--- src/sv/opke_pkg.sv ---
package opke_pkg;

	localparam int unsigned PAYLOAD_W = 64;
	localparam int unsigned POS_W = 4;            // longest run is 2 + 8 + 1 bytes
	localparam int unsigned SCALAR_BYTES = 8;
	localparam int unsigned QUEUE_DEPTH = 2;

	localparam logic [63:0] SIGN_BIT = 64'h8000_0000_0000_0000;
	localparam logic [7:0] BYTE_NULL = 8'h00;
	localparam logic [7:0] BYTE_PRESENT = 8'h01;
	localparam logic [7:0] BYTE_MORE = 8'hFF;

	typedef enum logic [2:0] {
		KIND_NULL  = 3'd0,
		KIND_BOOL  = 3'd1,
		KIND_INT   = 3'd2,
		KIND_REAL  = 3'd3,
		KIND_TEXT  = 3'd4,
		KIND_BLOB  = 3'd5
	} kind_e;

	typedef struct packed {
		logic [2:0]  kind;
		logic [63:0] payload_bits;
		logic [3:0]  chunk_count;
		logic        final_chunk;
		logic        descending;
	} item_t;

	typedef struct packed {
		logic [7:0] key_byte;
		logic       run_last;
		logic       key_end;
	} result_t;

	// One classified request, ready for byte emission.
	typedef struct packed {
		logic [2:0]  kind;
		logic        hdr;         // emit 01 and the type code first
		logic        body_en;     // emit body bytes from data
		logic        body_chunk;  // body length is the chunk size, else a scalar word
		logic        tail_en;     // emit tail byte last
		logic [7:0]  tail_byte;
		logic        inv;
		logic        ends;
		logic [63:0] data;
	} job_t;

endpackage

--- src/sv/order_preserving_key_encoder.sv ---
// Order-preserving key encoder. Each request on the input queue port is one typed value
// (null, boolean, integer, real) or one chunk of a text or blob value; the block turns it
// into a run of key bytes whose unsigned byte order matches the value order, and hands
// them out one byte per pop. run_last marks the last byte of a request, key_end the last
// byte of a whole encoded value. A null gives 1 byte, a boolean 3, an integer or real 10,
// a first chunk 2 + CHUNK_BYTES + 1 (or 3 when empty), a continuation chunk
// CHUNK_BYTES + 1. Kinds 6 and 7 are taken and give nothing. Rate: the output register
// moves one byte per cycle while no full output waits for a pop; a request gives at most
// 11 bytes with the default chunk size; the front classifies a request in the cycle it is
// taken and a two-entry queue lets the next requests enter while the back still emits.
// Output is registered from the back's sequencer. No clearing after reset.
module order_preserving_key_encoder import opke_pkg::*; #(
	parameter int CHUNK_BYTES = 8
) (
	input  logic    clk,
	input  logic    arst_n,
	input  logic    push,
	output logic    full,
	input  item_t   item,
	output logic    empty,
	input  logic    pop,
	output result_t result
);

	logic accept;
	logic job_valid;
	job_t job;
	logic q_wr;
	logic q_full;
	logic q_rd;
	logic q_empty;
	job_t q_job;

	// Hold the input while the queue has no room.
	assign full = q_full;
	assign accept = push && !q_full;
	assign q_wr = accept && job_valid;

	// Classify the request and track chunked values.
	opke_front #(.CHUNK_BYTES(CHUNK_BYTES)) u_front (
		.clk       (clk),
		.arst_n    (arst_n),
		.item      (item),
		.accept    (accept),
		.job_valid (job_valid),
		.job       (job)
	);

	// Decouple classification from byte emission.
	opke_queue u_queue (
		.clk    (clk),
		.arst_n (arst_n),
		.wr     (q_wr),
		.wr_job (job),
		.full   (q_full),
		.rd     (q_rd),
		.rd_job (q_job),
		.empty  (q_empty)
	);

	// Advance through each request's bytes into the output register.
	opke_back #(.CHUNK_BYTES(CHUNK_BYTES)) u_back (
		.clk     (clk),
		.arst_n  (arst_n),
		.q_empty (q_empty),
		.q_job   (q_job),
		.q_rd    (q_rd),
		.result  (result),
		.empty   (empty),
		.pop     (pop)
	);

	a_no_write_when_full: assert property (@(posedge clk) disable iff (!arst_n)
		q_wr |-> !q_full)
		else $error("queue written while full");

	a_no_read_when_empty: assert property (@(posedge clk) disable iff (!arst_n)
		q_rd |-> !q_empty)
		else $error("queue read while empty");

	a_end_is_run_last: assert property (@(posedge clk) disable iff (!arst_n)
		(!empty && result.key_end) |-> result.run_last)
		else $error("key end without run end");

endmodule

--- src/sv/opke_front.sv ---
module opke_front import opke_pkg::*; #(
	parameter int CHUNK_BYTES = 8
) (
	input  logic  clk,
	input  logic  arst_n,
	input  item_t item,
	input  logic  accept,
	output logic  job_valid,
	output job_t  job
);

	logic inside_q;
	logic latched_desc_q;
	logic is_chunk;
	logic first;
	logic [3:0] count_cl;
	logic [63:0] chunk_data;
	logic chunk_ends;

	assign is_chunk = (item.kind == KIND_TEXT) || (item.kind == KIND_BLOB);
	assign first = !inside_q;
	assign count_cl = (item.chunk_count > 4'(CHUNK_BYTES)) ? 4'(CHUNK_BYTES) : item.chunk_count;
	assign chunk_ends = !((count_cl == 4'(CHUNK_BYTES)) && !item.final_chunk);

	always_comb begin
		for (int i = 0; i < 8; i++) begin
			chunk_data[63 - 8*i -: 8] = (4'(i) < count_cl) ? item.payload_bits[63 - 8*i -: 8] : 8'h00;
		end
	end

	always_comb begin
		job_valid = (item.kind <= KIND_BLOB);
		job = '0;
		job.kind = item.kind;
		job.inv = item.descending;
		job.ends = 1'b1;
		unique case (item.kind)
			KIND_NULL: begin
				job.tail_en = 1'b1;
				job.tail_byte = BYTE_NULL;
			end
			KIND_BOOL: begin
				job.hdr = 1'b1;
				job.tail_en = 1'b1;
				job.tail_byte = {7'd0, |item.payload_bits};
			end
			KIND_INT: begin
				job.hdr = 1'b1;
				job.body_en = 1'b1;
				job.data = item.payload_bits ^ SIGN_BIT;
			end
			KIND_REAL: begin
				job.hdr = 1'b1;
				job.body_en = 1'b1;
				job.data = item.payload_bits[63] ? ~item.payload_bits : item.payload_bits ^ SIGN_BIT;
			end
			KIND_TEXT, KIND_BLOB: begin
				job.hdr = first;
				job.inv = first ? item.descending : latched_desc_q;
				job.body_en = !(first && (count_cl == 4'd0));
				job.body_chunk = 1'b1;
				job.data = chunk_data;
				job.tail_en = 1'b1;
				job.tail_byte = chunk_ends ? {4'd0, count_cl} : BYTE_MORE;
				job.ends = chunk_ends;
			end
			default: begin
				job_valid = 1'b0;
			end
		endcase
	end

	// Track an open text or blob value across chunks.
	always_ff @(posedge clk or negedge arst_n) begin
		if (!arst_n) begin
			inside_q <= 1'b0;
			latched_desc_q <= 1'b0;
		end else if (accept && job_valid) begin
			if (is_chunk) begin
				inside_q <= !chunk_ends;
				if (first) begin
					latched_desc_q <= item.descending;
				end
			end else begin
				inside_q <= 1'b0;
			end
		end
	end

endmodule

--- src/sv/opke_queue.sv ---
module opke_queue import opke_pkg::*; (
	input  logic clk,
	input  logic arst_n,
	input  logic wr,
	input  job_t wr_job,
	output logic full,
	input  logic rd,
	output job_t rd_job,
	output logic empty
);

	localparam int unsigned PTR_W = (QUEUE_DEPTH > 1) ? $clog2(QUEUE_DEPTH) : 1;
	localparam int unsigned CNT_W = $clog2(QUEUE_DEPTH + 1);

	job_t slot_q [QUEUE_DEPTH];
	logic [PTR_W-1:0] wr_ptr_q;
	logic [PTR_W-1:0] rd_ptr_q;
	logic [CNT_W-1:0] count_q;

	assign full = (count_q == CNT_W'(QUEUE_DEPTH));
	assign empty = (count_q == '0);
	assign rd_job = slot_q[rd_ptr_q];

	always_ff @(posedge clk) begin
		if (wr) begin
			slot_q[wr_ptr_q] <= wr_job;
		end
	end

	always_ff @(posedge clk or negedge arst_n) begin
		if (!arst_n) begin
			wr_ptr_q <= '0;
			rd_ptr_q <= '0;
			count_q <= '0;
		end else begin
			if (wr) begin
				wr_ptr_q <= (wr_ptr_q == PTR_W'(QUEUE_DEPTH - 1)) ? '0 : wr_ptr_q + 1'b1;
			end
			if (rd) begin
				rd_ptr_q <= (rd_ptr_q == PTR_W'(QUEUE_DEPTH - 1)) ? '0 : rd_ptr_q + 1'b1;
			end
			count_q <= count_q + CNT_W'(wr) - CNT_W'(rd);
		end
	end

endmodule

--- src/sv/opke_back.sv ---
module opke_back import opke_pkg::*; #(
	parameter int CHUNK_BYTES = 8
) (
	input  logic    clk,
	input  logic    arst_n,
	input  logic    q_empty,
	input  job_t    q_job,
	output logic    q_rd,
	output result_t result,
	output logic    empty,
	input  logic    pop
);

	job_t job_q;
	logic [63:0] data_q;
	logic [POS_W-1:0] pos_q;
	logic busy_q;
	result_t out_q;
	logic out_v_q;

	logic [POS_W-1:0] hdr_n;
	logic [POS_W-1:0] body_n;
	logic [POS_W-1:0] total;
	logic in_hdr;
	logic in_body;
	logic last;
	logic fire;
	logic [7:0] raw_byte;

	assign hdr_n = job_q.hdr ? POS_W'(2) : '0;
	assign body_n = !job_q.body_en ? '0 :
		(job_q.body_chunk ? POS_W'(CHUNK_BYTES) : POS_W'(SCALAR_BYTES));
	assign total = hdr_n + body_n + POS_W'(job_q.tail_en);
	assign in_hdr = (pos_q < hdr_n);
	assign in_body = !in_hdr && (pos_q < hdr_n + body_n);
	assign last = (pos_q == total - 1'b1);
	assign fire = busy_q && (!out_v_q || pop);
	assign q_rd = (!busy_q || (fire && last)) && !q_empty;

	always_comb begin
		priority if (in_hdr) begin
			raw_byte = pos_q[0] ? {5'd0, job_q.kind} : BYTE_PRESENT;
		end else if (in_body) begin
			raw_byte = data_q[63:56];
		end else begin
			raw_byte = job_q.tail_byte;
		end
	end

	assign result = out_q;
	assign empty = !out_v_q;

	always_ff @(posedge clk) begin
		if (q_rd) begin
			job_q <= q_job;
			data_q <= q_job.data;
		end else if (fire && in_body) begin
			data_q <= {data_q[55:0], 8'h00};
		end
		if (fire) begin
			out_q.key_byte <= raw_byte ^ {8{job_q.inv}};
			out_q.run_last <= last;
			out_q.key_end <= last && job_q.ends;
		end
	end

	always_ff @(posedge clk or negedge arst_n) begin
		if (!arst_n) begin
			busy_q <= 1'b0;
			pos_q <= '0;
			out_v_q <= 1'b0;
		end else begin
			if (q_rd) begin
				busy_q <= 1'b1;
				pos_q <= '0;
			end else if (fire) begin
				busy_q <= !last;
				pos_q <= pos_q + 1'b1;
			end
			if (fire) begin
				out_v_q <= 1'b1;
			end else if (pop) begin
				out_v_q <= 1'b0;
			end
		end
	end

endmodule
--- config.mk ---
export PLATFORM = sky130hd
export DESIGN_NAME = order_preserving_key_encoder
export DESIGN_NICKNAME = d
export VERILOG_FILES = /design/src/sv/opke_pkg.sv /design/src/sv/order_preserving_key_encoder.sv /design/src/sv/opke_front.sv /design/src/sv/opke_queue.sv /design/src/sv/opke_back.sv
export SDC_FILE = /design/constraint.sdc
export NUM_CORES = 1
export LEC_CHECK = 0
export ABC_AREA = 0
export BUFFER_PORTS_ARGS = -buffer_cell sky130_fd_sc_hd__buf_2
export CAP_MARGIN = 5
export CORE_MARGIN = 2
export CORE_UTILIZATION = 64
export CTS_CLUSTER_SIZE = 10
export DETAILED_ROUTE_END_ITERATION = 16
export GPL_TIMING_DRIVEN = 0
export PLACE_DENSITY = 0.84
export RECOVER_POWER = 50
export SYNTH_ARGS = -nofsm -noshare
export SYNTH_HDL_FRONTEND = slang
export SYNTH_SLANG_ARGS = --single-unit
--- constraint.sdc ---
create_clock -name clk -period 11.05 [get_ports clk]
set_clock_uncertainty 0.05 [all_clocks]
set_input_delay 1.6575 -clock clk [delete_from_list [all_inputs] [get_ports clk]]
set_output_delay 1.6575 -clock clk [all_outputs]
set_load 0.02 [all_outputs]
### Word-level counts from Yosys, hierarchy flattened

Memories as Yosys holds them, arrays and structs flattened.
Index checks and enable logic that the tools add are counted.

| storage, ports and cells | value |
|---|---|
| bits of input ports | 77 |
| bits in registers | 102 |
| memories | 1 |
| logic and storage cells | 123 |
| RAM bits | 162 |

| operators by class | value |
|---|---|
| magnitude comparators | 12 |
| reduce and logical (&&, ||, !) cells | 35 |
| equality and inequality tests | 8 |
| bitwise gates (word level) | 3 |
| multiplexer cells | 37 |
| add/subtract/negate cells | 8 |

Memories:

| memory | words | width | read ports | clocked after Yosys merged registers in | wr ports | RTL line | source |
|---|---|---|---|---|---|---|---|
| u_queue.slot_q | 2 | 81 | 1 | 0 | 1 | opke_queue.sv:15 | `job_t slot_q [QUEUE_DEPTH];` |

Operator list:

| kind | count |
|---|---|
| 2-to-1 mux 64 bit | 3 |
| case mux 64 bit (3 select lines) | 1 |
| 2-to-1 mux 8 bit | 11 |
| NOT 64 bit | 1 |
| OR reduction 64 bit | 1 |
| case mux 9 bit (3 select lines) | 1 |
| less-than comparator 3 x 4 -> 1 bit (first input constant) | 4 |
| 2-to-1 mux 4 bit | 4 |
| 2-to-1 mux 1 bit | 12 |
| logical AND 1 bit | 10 |
| zero test 1 bit | 10 |
| less-than comparator 1 x 4 -> 1 bit (first input constant) | 2 |
| less-than comparator 2 x 4 -> 1 bit (first input constant) | 2 |
| less-than comparator 4 bit | 2 |
| XOR 8 bit | 1 |
| == test 3 x 2 -> 1 bit (second input constant) | 2 |
| == test 3 bit (second input constant) | 2 |
| nonzero test 2 bit | 3 |
| OR reduction 6 bit | 1 |
| adder 4 x 1 -> 4 bit | 1 |
| adder 4 x 1 -> 4 bit (second input constant) | 1 |
| adder 4 bit | 1 |
| == test 4 bit | 1 |
| == test 4 bit (second input constant) | 1 |
| 19 further kinds | 25 |

### Depth between registers and ports, before layout

Gate-level depths: netlist of the first run.

| logic depth | value |
|---|---|
| depth after elaboration | 9 |
| gate-level depth with buffers | 8 |

### Cells and area by module

A second synthesis of the first run with hierarchy kept.

| second synthesis, totals | value |
|---|---|
| cell total of the unflattened synthesis | 765 |
| area total of the unflattened synthesis | 12137.9 um^2 |

Modules (own cells, without submodules):

| module | area an instance (um^2) | seq. area each (um^2) | times used | cells each |
|---|---|---|---|---|
| opke_queue | 6441.2 | 4964.8 | 1 | 267 |
| opke_back | 4204.0 | 2852.7 | 1 | 252 |
| opke_front | 1477.7 | 50.0 | 1 | 244 |
| order_preserving_key_encoder | 15.0 | 0.0 | 1 | 2 |

### Worst setup path before layout of the first run

No wires, ideal clock.

| timing path | value |
|---|---|
| kind | input port to flip-flop |
| from | input port item[71] in the netlist's numbering |
| to | memory u_queue.slot_q[0][0] in the netlist's numbering (enable) |
| stages | 3 |
| slack | 5.360 ns |
| library setup time | 0.513 ns |
| data required time | 10.487 ns |
| arrival | 5.127 ns |
| cell sequence | nand2_1 > nand3b_1 > nor2_1 |

| on the way | value |
|---|---|
| longest elaborated chain between the ends | 6 |
| elaborated cells between the ends (all ways) | 12 |
| classes of those cells | order compare: 1; eq/ne: 5; mux: 3; reduce/logical: 3 |

RTL lines:

| item | RTL line | source |
|---|---|---|
| from (decl) | order_preserving_key_encoder.sv:19 | `input item_t item,` |
| == test 3 x 1 -> 1 bit (tied with other cells) | opke_front.sv:37 | `unique case (item.kind)` |
| OR reduction 6 bit (no source line) | -- |  |
| 2-to-1 mux 1 bit * | opke_front.sv:37 |  |
| logical AND 1 bit * | order_preserving_key_encoder.sv:37 | `assign q_wr = accept && job_valid;` |
| 2-to-1 mux 1 bit * | opke_queue.sv:25 | `if (wr) begin` |
| 2-to-1 mux 1 bit (not written as such) * | opke_queue.sv:26 | `slot_q[wr_ptr_q] <= wr_job;` |
| to (decl) | opke_queue.sv:15 |  |

Every way passes the cells marked *; elsewhere a longest branch is shown, timed or not.

### Worst setup path in the final report of the first run

| timing path | value |
|---|---|
| from | input port item[71] in the netlist's numbering |
| to | memory u_queue.slot_q[1][19] in the netlist's numbering (enable) |

Same word-level chain as after synthesis.

==> metrics.yaml, run 1 <==
logic_synthesis:
  synth_cells: 712
  synth_area_um2: 10900
  synthFlopType: "edfxtp_1"
  syn_nets: 794
  async_flop_share_pct: 4.74
  synth_top_area_share_pct: 66.7
  ys_ff_latch: 253
  synth.largest_area_cell: "edfxtp_1"
  synth_cell_types: 47
  synth_edf_count: 241
  post_synth.cell_area_avg_um2: 15.2
  yosys-top-cells-area: "edfxtp_1 67%, mux2_2 13%, dfrtp_1 2.8%"
  yosysSeqAreaShare_pct: 69.4
  yosys_warnings: 0
clock_network:
  postCtsHoldBufs: 0
  cts.sinks: 253
  cts_tree: "yes"
  clk_latency_ns: 0.53
  numCtsBuffers: 29
  clk_path_buf_depth: 3
  post_cts_buffers: 0
  ctsResizeCount: 0
  htree_levels: 1
  clk_pin_slew_ns: 0.06
  cts-root-buf: "clkbuf_16"
power:
  pwr-share-comb_pct: 25.3
  switchingPower_w: 0.000882
  power_switching_share_pct: 28.5
  p_seq_share_pct: 48.3
  power.internal_w: 0.00221
  p_leak_nw: 4.37
  power_density_nw_per_um2: 250
  pwr-share-clk_pct: 26.3
  max-vdd-ir-drop_v: 0.000162
setup_path:
  crit_path_end_kind: "flip-flop"
  critPathKind: "primary input to flip-flop"
  worstPathMaxFanout: 46
  reg2reg_depth: 5
  required_ns: 11.07
  cp-start-kind: "primary input"
  critPathArrivalTime_ns: 6.25
die:
  start_util_pct: 65.5
  ioPinCount: 89
  die_w_um: 134
  die_h_um: 134
  die_area_um2: 18000
  coreArea_um2: 16600
  rows: 47
grt:
  grt_pass1_vias: 6733
  antenna_found_initial: 2
  grt_max_degree: 60
  grt_pass1_wl_mm: 36.8
  grt.total_usage_pct: 27.3
  grt_overflow_total: 0
placement:
  dp_hpwl_mm: 16.1
  portBuffers: 87
  finalWeightedCongestion: 0.899
sta:
  relSlewSlack_pct: -89.4
  setup_tns_ns: 0
  max_slew.worst_pin.slew_ns: 2.84
  setup_viol: 0
  min_period_ns: 6.23
  max_freq_mhz: 160
  fin_hold_ws_ns: 0.464
  rsz0062_at_grt: "false"
  slew_violations: 112
  hold_viol_final: 0
  fin_crit_sh_pct: 56.4
final_layout:
  seqCellArea_um2: 7540
  drive_gt1_share_pct: 27.8
  finalCoreUtilization_pct: 74.6
  multi_input_area_um2: 3090
  num-fill-cells: 1019
  area_delta_synth_final_pct: 13.9
  layout.nets: 917
drt:
  drtIter0Drc: 774
  wire_per_inst_um: 22.8
  antenna_left: 0
  post-route-drc-count: 0
  first_pass_iters: 5
  num_vias: 6526
  viasPerCell: 6.12
  drt_wl_total_mm: 24.4
worst_hold_path:
  hp-class: "flip-flop to flip-flop"
  hold_path_depth: 1
run_status:
  status: "complete, but fails checks"
  violations: "max-capacitance violations, max-slew violations"
flow_run:
  max_cap_violations: 4
[worst max-delay path: stages]
cell      delay (ns)
clkbuf_1        0.23
nand2_1         0.16
nand3b_1        0.23
inv_1           0.15
and2_0          1.67
clkbuf_1        2.11
[registers in the layout, indices dropped and copies added (netlist names)]
name / flops
u_queue.slot_q: 154
u_queue.wr_ptr_q: 1
u_back.pos_q: 4
u_front.latched_desc_q: 1
u_back.out_v_q: 1
u_back.busy_q: 1
u_queue.rd_ptr_q: 1
u_back.job_q: 13
u_back.result: 10
u_front.inside_q: 1
u_queue.count_q: 2
u_back.data_q: 64
[cell usage after synthesis, types with 5 or more instances]
master	number
ha_1	5
mux2_2	123
inv_1	13
mux2_1	5
mux2i_1	14
nor4_1	16
a21oi_1	37
o21ai_0	36
buf_6	6
dfrtp_1	12
nor2b_1	13
nand2_1	48
xor2_1	15
a211oi_1	5
nor2_1	52
edfxtp_1	241
clkbuf_1	19
[cell families (layout without fill, tap and decap cells)]
group,Yosys count,after routing,share of synthesized area [%]
and+or+nand+nor,156,156,6.78
buffers and inverters,43,176,1.97
xor gates and xnor gates,17,17,1.37
other,0,2,0
adders and majority gates,5,5,0.576
muxes,142,142,14.6
AOI/OAI and AO/OA,96,96,5.30
DFF,253,253,69.4
[placed cells by master (no fill, tap or decap), types with 16 or more instances in the layout]
cell	synthesis	layout
nand2_1	48	48
edfxtp_1	241	241
nor4_1	16	16
nor2_1	52	52
clkbuf_16	0	29
mux2_2	123	120
a21oi_1	37	37
o21ai_0	36	36
clkbuf_1	19	54
buf_2	3	71
[power by group through the flow]
stage	Clock [W]	Sequential, W	Combinational, W
after global placement	0	0.00151	0.000732
after floorplan	0	0.00150	0.000543
final	0.000816	0.00150	0.000785
after global routing	0.000857	0.00151	0.000845
after CTS	0.000822	0.00149	0.000816
after detailed placement	0	0.00150	0.000803
[worst paths after layout]
path                                           to              startpoint  slack [ns]
hold reg to reg            u_front.latched_desc_q  u_front.latched_desc_q        0.46
hold / removal             u_front.latched_desc_q  u_front.latched_desc_q        0.46
max in group asynchronous         u_back.pos_q[0]                  arst_n        9.34
min in group asynchronous        u_queue.wr_ptr_q                  arst_n        1.13
setup reg to reg            u_queue.slot_q[1][19]      u_queue.count_q[1]        5.68
setup / recovery            u_queue.slot_q[1][19]                item[71]        4.82
[metrics by stage]
stage / setup WS (ns) / power [W] / area (µm²) / std cells
CTS: 7.39 / 0.00313 / 12500 / 1065
global route: 4.37 / 0.00321 / 12400 / 1066
floorplan: 5.36 / 0.00204 / 10900 / 712
finish: 4.82 / 0.00310 / 12400 / 1067
global placement: 3.24 / 0.00224 / 11600 / 1019
detailed placement: 6.90 / 0.00231 / 11700 / 1024
[per-layer routing]
layer / up-vias / global-route usage, % / routed length (µm)
met5: - / 0 / 0
met4: 0 / 9.71 / 865
met3: 69 / 4.72 / 2140
met2: 360 / 46.1 / 12200
met1: 3148 / 36.2 / 9160
li1: 2949 / - / -
[final cells by class]
type / instances / area share [%]
clock inverters: 1 / 0.0708
inverters: 13 / 0.395
clock buffers: 40 / 6.20
multi-input cells: 416 / 25.0
well taps: 220 / 2.23
plain buffers: 30 / 1.22
diodes: 2 / 0.0405
repair buffers: 92 / 3.88
flip-flops and latches: 253 / 60.9
No activity file was read; power rests on OpenSTA's default activity.
==> run 2, diff against run 1 <==
--- a/config.mk
+++ b/config.mk
@@ -9,11 +9,11 @@
 export BUFFER_PORTS_ARGS = -buffer_cell sky130_fd_sc_hd__buf_2
 export CAP_MARGIN = 5
 export CORE_MARGIN = 2
-export CORE_UTILIZATION = 64
+export CORE_UTILIZATION = 60
 export CTS_CLUSTER_SIZE = 10
 export DETAILED_ROUTE_END_ITERATION = 16
 export GPL_TIMING_DRIVEN = 0
-export PLACE_DENSITY = 0.84
+export PLACE_DENSITY = 0.8
 export RECOVER_POWER = 50
 export SYNTH_ARGS = -nofsm -noshare
 export SYNTH_HDL_FRONTEND = slang
==> constraint.sdc (replaced) <==
create_clock -name clk -period 6.25 [get_ports clk]
set_clock_uncertainty 0.05 [all_clocks]
set_input_delay 0.9375 -clock clk [delete_from_list [all_inputs] [get_ports clk]]
set_output_delay 0.9375 -clock clk [all_outputs]
set_load 0.02 [all_outputs]
==> metrics.yaml, run 2 (same netlist as run 1, synthesis figures left out) <==
drt:
  drt_wl_total_mm: 23.6  # was 24.4 mm
  viasPerCell: 6.01  # was 6.12
  first_pass_iters: 5  # unchanged
  wire_per_inst_um: 21.9  # was 22.8 µm
  drtIter0Drc: 470  # was 774
  post-route-drc-count: 0  # unchanged
  antenna_left: 0  # unchanged
  num_vias: 6471  # was 6526
final_layout:
  layout_common_cells: "241 x edfxtp_1, 120 x mux2_2, 72 x buf_2"  # was 241 x edfxtp_1, 120 x mux2_2, 71 x buf_2
  top_register: "u_queue.slot_q"  # unchanged
  largest_register_ffs: 154  # unchanged
  layout.nets: 916  # was 917
  reg_top3: "u_queue.slot_q (154), u_back.data_q (64), u_back.job_q (13)"  # unchanged
  finalCoreUtilization_pct: 69.6  # was 74.6%
  area_delta_synth_final_pct: 14.3  # was 13.9%
  layout_commonest_cell: "edfxtp_1"  # unchanged
  drive_gt1_share_pct: 28.3  # was 27.8%
grt:
  grt.met2_usage_pct: 41.9  # was 46.1%
  grt_pass1_wl_mm: 36.5  # was 36.8 mm
  grtUsageMet3_pct: 4.85  # was 4.72%
  use_met1_pct: 31.9  # was 36.2%
  grt_pass1_vias: 6656  # was 6733
  antenna_found_initial: 2  # unchanged
  grt_overflow_total: 0  # unchanged
  grt.total_usage_pct: 24.6  # was 27.3%
  busiest_layer: "met2"  # unchanged
  grt_max_degree: 63  # was 60
clock_network:
  ctsResizeCount: 0  # unchanged
  cts_tree: "yes"  # unchanged
  cts-root-buf: "clkbuf_16"  # unchanged
  postCtsHoldBufs: 0  # unchanged
  clk_latency_ns: 0.53  # about the same
  numCtsBuffers: 29  # unchanged
  post_cts_buffers: 0  # unchanged
  clk_pin_slew_ns: 0.06  # about the same
  clk_path_buf_depth: 3  # unchanged
  cts.sinks: 253  # unchanged
  htree_levels: 1  # unchanged
sta:
  rsz0062_at_grt: "false"  # unchanged
  setup_viol: 0  # unchanged
  min_period_ns: 4.39
  fin_crit_sh_pct: 70.3
  slew_violations: 119  # was 112
  hold_viol_final: 0  # unchanged
  max_freq_mhz: 228
  max_slew.worst_pin.slew_ns: 2.85  # was 2.84 ns
  relSlewSlack_pct: -90.1  # was -89.4%
  fin_hold_ws_ns: 0.396  # was 0.464 ns
worst_hold_path:
  hp-class: "primary input to asynchronous set/reset pin"  # was flip-flop to flip-flop
setup_path:
  cp-start-kind: "primary input"  # unchanged
  required_ns: 6.31  # was 11.07 ns
  critPathKind: "primary input to flip-flop"  # unchanged
  worstPathMaxFanout: 31  # was 46
  crit_path_end_kind: "flip-flop"  # unchanged
  critPathArrivalTime_ns: 4.45  # was 6.25 ns
flow_run:
  max_cap_violations: 4  # unchanged
die:
  start_util_pct: 60.8  # was 65.5%
  die_area_um2: 19200  # was 18000 µm²
  coreArea_um2: 17800  # was 16600 µm²
  rows: 49  # was 47
  ioPinCount: 89  # unchanged
  die_w_um: 139  # was 134 µm
  die_h_um: 139  # was 134 µm
run_status:
  status: "complete, but fails checks"  # unchanged
  violations: "max-capacitance violations, max-slew violations"  # unchanged
power:
  power_density_nw_per_um2: 440  # was 250 nW/µm²
  p_leak_nw: 4.38  # was 4.37 nW
  max-vdd-ir-drop_v: 0.000314  # was 0.000162 V
placement:
  portBuffers: 87  # unchanged
  finalWeightedCongestion: 0.905  # was 0.899
  dp_hpwl_mm: 16.0  # was 16.1 mm
## run 2: final timing paths
path                                          from                endpoint  slack, ns  cells after the start
worst max-delay path                      item[71]   u_queue.slot_q[0][31]       1.86                      5
worst min-delay path                        arst_n  u_front.latched_desc_q       0.40                      1
worst max register to register  u_queue.count_q[1]   u_queue.slot_q[0][31]       1.98                      4
worst min register to register    u_queue.wr_ptr_q        u_queue.wr_ptr_q       0.46                      1
max in group asynchronous                   arst_n        u_queue.rd_ptr_q       5.28                      1
min in group clk                  u_queue.wr_ptr_q        u_queue.wr_ptr_q       0.46                      1
## run 2: layout make-up
class,instances,area [µm²]
clock inverter,1,7.51
tap,229,287
fill,1141,5430
antenna,2,5.00
inverter,13,48.8
clock buffer,41,771
buffer,30,163
sequential,253,7540
timing repair buffer,91,478
multi-input combinational,416,3110
## run 2: worst max-delay path: stages
cell and delay (ns):
clkbuf_1 0.22, nand2_1 0.15, nand3b_1 0.22, nor2_1 1.43
clkbuf_1 1.46
## run 2: per-stage QoR
step	total power, W	instance area (µm²)	cells	TNS (ns)	worst slack [ns]
floorplan	0.00361	10900	712	0	1.28
global placement	0.00398	11600	1028	-70.73	-0.925
detailed placement	0.00407	11700	1032	0	2.81
CTS	0.00549	12500	1074	0	3.12
global route	0.00569	12400	1075	0	1.50
finish	0.00546	12400	1076	0	1.86
## run 2: power by group
part           leakage [nW]  switching [W]  internal (W)
Clock                 0.372       0.000598      0.000838
Combinational          1.60       0.000793      0.000597
Sequential             2.40       0.000151       0.00248
## run 2: layer usage
metal | vias up | wire (µm)
met2 | 310 | 11700
met1 | 3159 | 9140
li1 | 2941 | -
met5 | - | 0
met3 | 61 | 1880
met4 | 0 | 823
==> run 3, diff against run 2 <==
==> constraint.sdc (replaced) <==
create_clock -name clk -period 4.3 [get_ports clk]
set_clock_uncertainty 0.05 [all_clocks]
set_input_delay 0.645 -clock clk [delete_from_list [all_inputs] [get_ports clk]]
set_output_delay 0.645 -clock clk [all_outputs]
set_load 0.02 [all_outputs]
==> metrics.yaml, run 3 (same netlist as run 1, synthesis figures left out) <==
power:
  power.internal_w: 0.00571  # was 0.00392 W
  power_density_nw_per_um2: 641  # was 440 nW/µm²
  pwr-share-clk_pct: 26.3  # about the same
  switchingPower_w: 0.00228  # was 0.00154 W
  p_leak_nw: 4.40  # was 4.38 nW
  power_switching_share_pct: 28.5  # was 28.2%
  pwr-share-comb_pct: 25.8  # was 25.5%
  max-vdd-ir-drop_v: 0.000386  # was 0.000314 V
  p_seq_share_pct: 48.0  # was 48.3%
drt:
  drtIter0Drc: 698  # was 470
  first_pass_iters: 5  # unchanged
  drt_wl_total_mm: 24.1  # was 23.6 mm
  post-route-drc-count: 0  # unchanged
  num_vias: 6610  # was 6471
  wire_per_inst_um: 22.4  # was 21.9 µm
  viasPerCell: 6.14  # was 6.01
  antenna_left: 0  # unchanged
final_layout:
  area_delta_synth_final_pct: 14.7  # was 14.3%
  drive_gt1_share_pct: 28.8  # was 28.3%
  top_register: "u_queue.slot_q"  # unchanged
  final_cells: 1077  # was 1076
  layout_commonest_cell: "edfxtp_1"  # unchanged
  reg_top3: "u_queue.slot_q (154), u_back.data_q (64), u_back.job_q (13)"  # unchanged
  layout.nets: 917  # was 916
  largest_register_ffs: 154  # unchanged
  layout_common_cells: "241 x edfxtp_1, 123 x mux2_2, 72 x buf_2"  # was 241 x edfxtp_1, 120 x mux2_2, 72 x buf_2
  finalCoreUtilization_pct: 69.8  # was 69.6%
clock_network:
  post_cts_buffers: 0  # unchanged
  clk_latency_ns: 0.54  # was 0.53 ns
  ctsResizeCount: 0  # unchanged
  clk_pin_slew_ns: 0.05  # was 0.06 ns
  cts-root-buf: "clkbuf_16"  # unchanged
  cts.sinks: 253  # unchanged
  clk_path_buf_depth: 3  # unchanged
  postCtsHoldBufs: 1  # was 0
  numCtsBuffers: 29  # unchanged
  htree_levels: 1  # unchanged
  cts_tree: "yes"  # unchanged
sta:
  min_period_ns: 3.34
  slew_violations: 37  # was 119
  fin_crit_sh_pct: 77.7
  hold_viol_final: 0  # unchanged
  max_slew.worst_pin.slew_ns: 1.99  # was 2.85 ns
  max_freq_mhz: 299
  rsz0062_at_grt: "false"  # unchanged
  relSlewSlack_pct: -32.7  # was -90.1%
  setup_viol: 0  # unchanged
  setup_slack_ns: 0.958  # was 1.86 ns
  setup_tns_ns: 0  # unchanged
worst_hold_path:
  hold_path_depth: 2
  hp-start: "item[0]"
  hp-class: "primary input to flip-flop"  # was primary input to asynchronous set/reset pin
  holdPathEnd: "u_front.latched_desc_q"
grt:
  grt_overflow_total: 0  # unchanged
  grt_max_degree: 46  # was 63
  antenna_found_initial: 1  # was 2
  grt.total_usage_pct: 24.6  # about the same
  grt_pass1_vias: 6720  # was 6656
  grt_pass1_wl_mm: 36.3  # was 36.5 mm
die:
  die_w_um: 139  # unchanged
  ioPinCount: 89  # unchanged
  start_util_pct: 60.8  # unchanged
  die_h_um: 139  # unchanged
  die_area_um2: 19200  # unchanged
  coreArea_um2: 17800  # unchanged
  rows: 49  # unchanged
setup_path:
  cp-start-kind: "flip-flop"  # was primary input
  rrSetupSlack_ns: 0.96  # was 1.98 ns
  crit_path_end_kind: "flip-flop"  # unchanged
  rr_endpoint: "u_queue.slot_q[1][53]"  # was u_queue.slot_q[0][31]
  critPathArrivalTime_ns: 3.49  # was 4.45 ns
  critPathKind: "flip-flop to flip-flop"  # was primary input to flip-flop
  timing.rr.start: "u_queue.count_q[1]"  # unchanged
  required_ns: 4.45  # was 6.31 ns
  reg2reg_depth: 5  # was 4
  worstPathMaxFanout: 41  # was 31
placement:
  pre_cts_ws_ns: 1.01  # was 2.81 ns
  portBuffers: 87  # unchanged
  finalWeightedCongestion: 0.892  # was 0.905
  placed_cells: 1032  # unchanged
  dp_hpwl_mm: 16.2  # was 16.0 mm
run_status:
  status: "complete, but fails checks"  # unchanged
  violations: "max-capacitance violations, max-slew violations"  # unchanged
flow_run:
  max_cap_violations: 1  # was 4
-- run 3: cell types whose count changed in the layout (fill, tap and decap cells not counted), sizes merged --
cell | before | now
diode | 2 | 1
buf | 82 | 84
inv | 13 | 14
clkbuf | 80 | 78
dlygate4sd3 | 0 | 1
-- run 3: cell type report --
type,count,area [µm²]
antenna,1,2.50
buffer,30,164
clock buffer,41,771
clock inverter,2,16.3
fill,1108,5390
inverter,13,48.8
multi-input combinational,416,3110
sequential,253,7540
tap,229,287
timing repair buffer,92,519
-- run 3: worst max-delay path by stage --
stage                                  start                     to  slack [ns]  cells past startpoint
final                     u_queue.count_q[1]  u_queue.slot_q[1][53]        0.96                      5
after global placement              item[71]  u_queue.slot_q[0][34]       -0.55                      4
after CTS                   u_back.job_q[77]      u_back.data_q[18]        0.98                      8
after floorplan           u_queue.count_q[1]   u_queue.slot_q[0][0]        0.91                      3
after global routing      u_queue.count_q[1]  u_queue.slot_q[1][29]        0.79                      5
after detailed placement                 pop      u_back.data_q[18]        1.01                      7
-- run 3: critical path, stage by stage (launching register included) --
cell,delay [ns]
dfrtp_1,0.40
nor2b_1,0.17
nand3b_1,0.36
inv_1,0.17
and2_1,1.49
buf_16,0.32
-- run 3: per-stage QoR --
stage          hold WS, ns  area (µm²)  power [W]
2_1_floorplan        0.299       10900    0.00524
3_3_place_gp         0.438       11600    0.00577
3_5_place_dp         0.455       11700    0.00592
4_1_cts              0.300       12500    0.00802
5_1_grt              0.312       12500    0.00830
6_report             0.312       12500    0.00799
-- run 3: metal layers --
layer	up-vias	routed length, µm	part of all wire [%]	global-route usage [%]
met5	-	0	0	0
met4	0	706	2.9	8.65
met3	56	1930	8.0	3.67
met2	344	12300	51	43.4
met1	3260	9210	38	31.4
li1	2950	-	-	-
-- run 3: power by group through the flow --
stage               clock network, W  registers (W)  logic, W
floorplan                          0        0.00384   0.00140
global placement                   0        0.00387   0.00189
detailed placement                 0        0.00387   0.00205
CTS                          0.00212        0.00383   0.00207
global route                 0.00221        0.00388   0.00221
finish                       0.00210        0.00383   0.00206
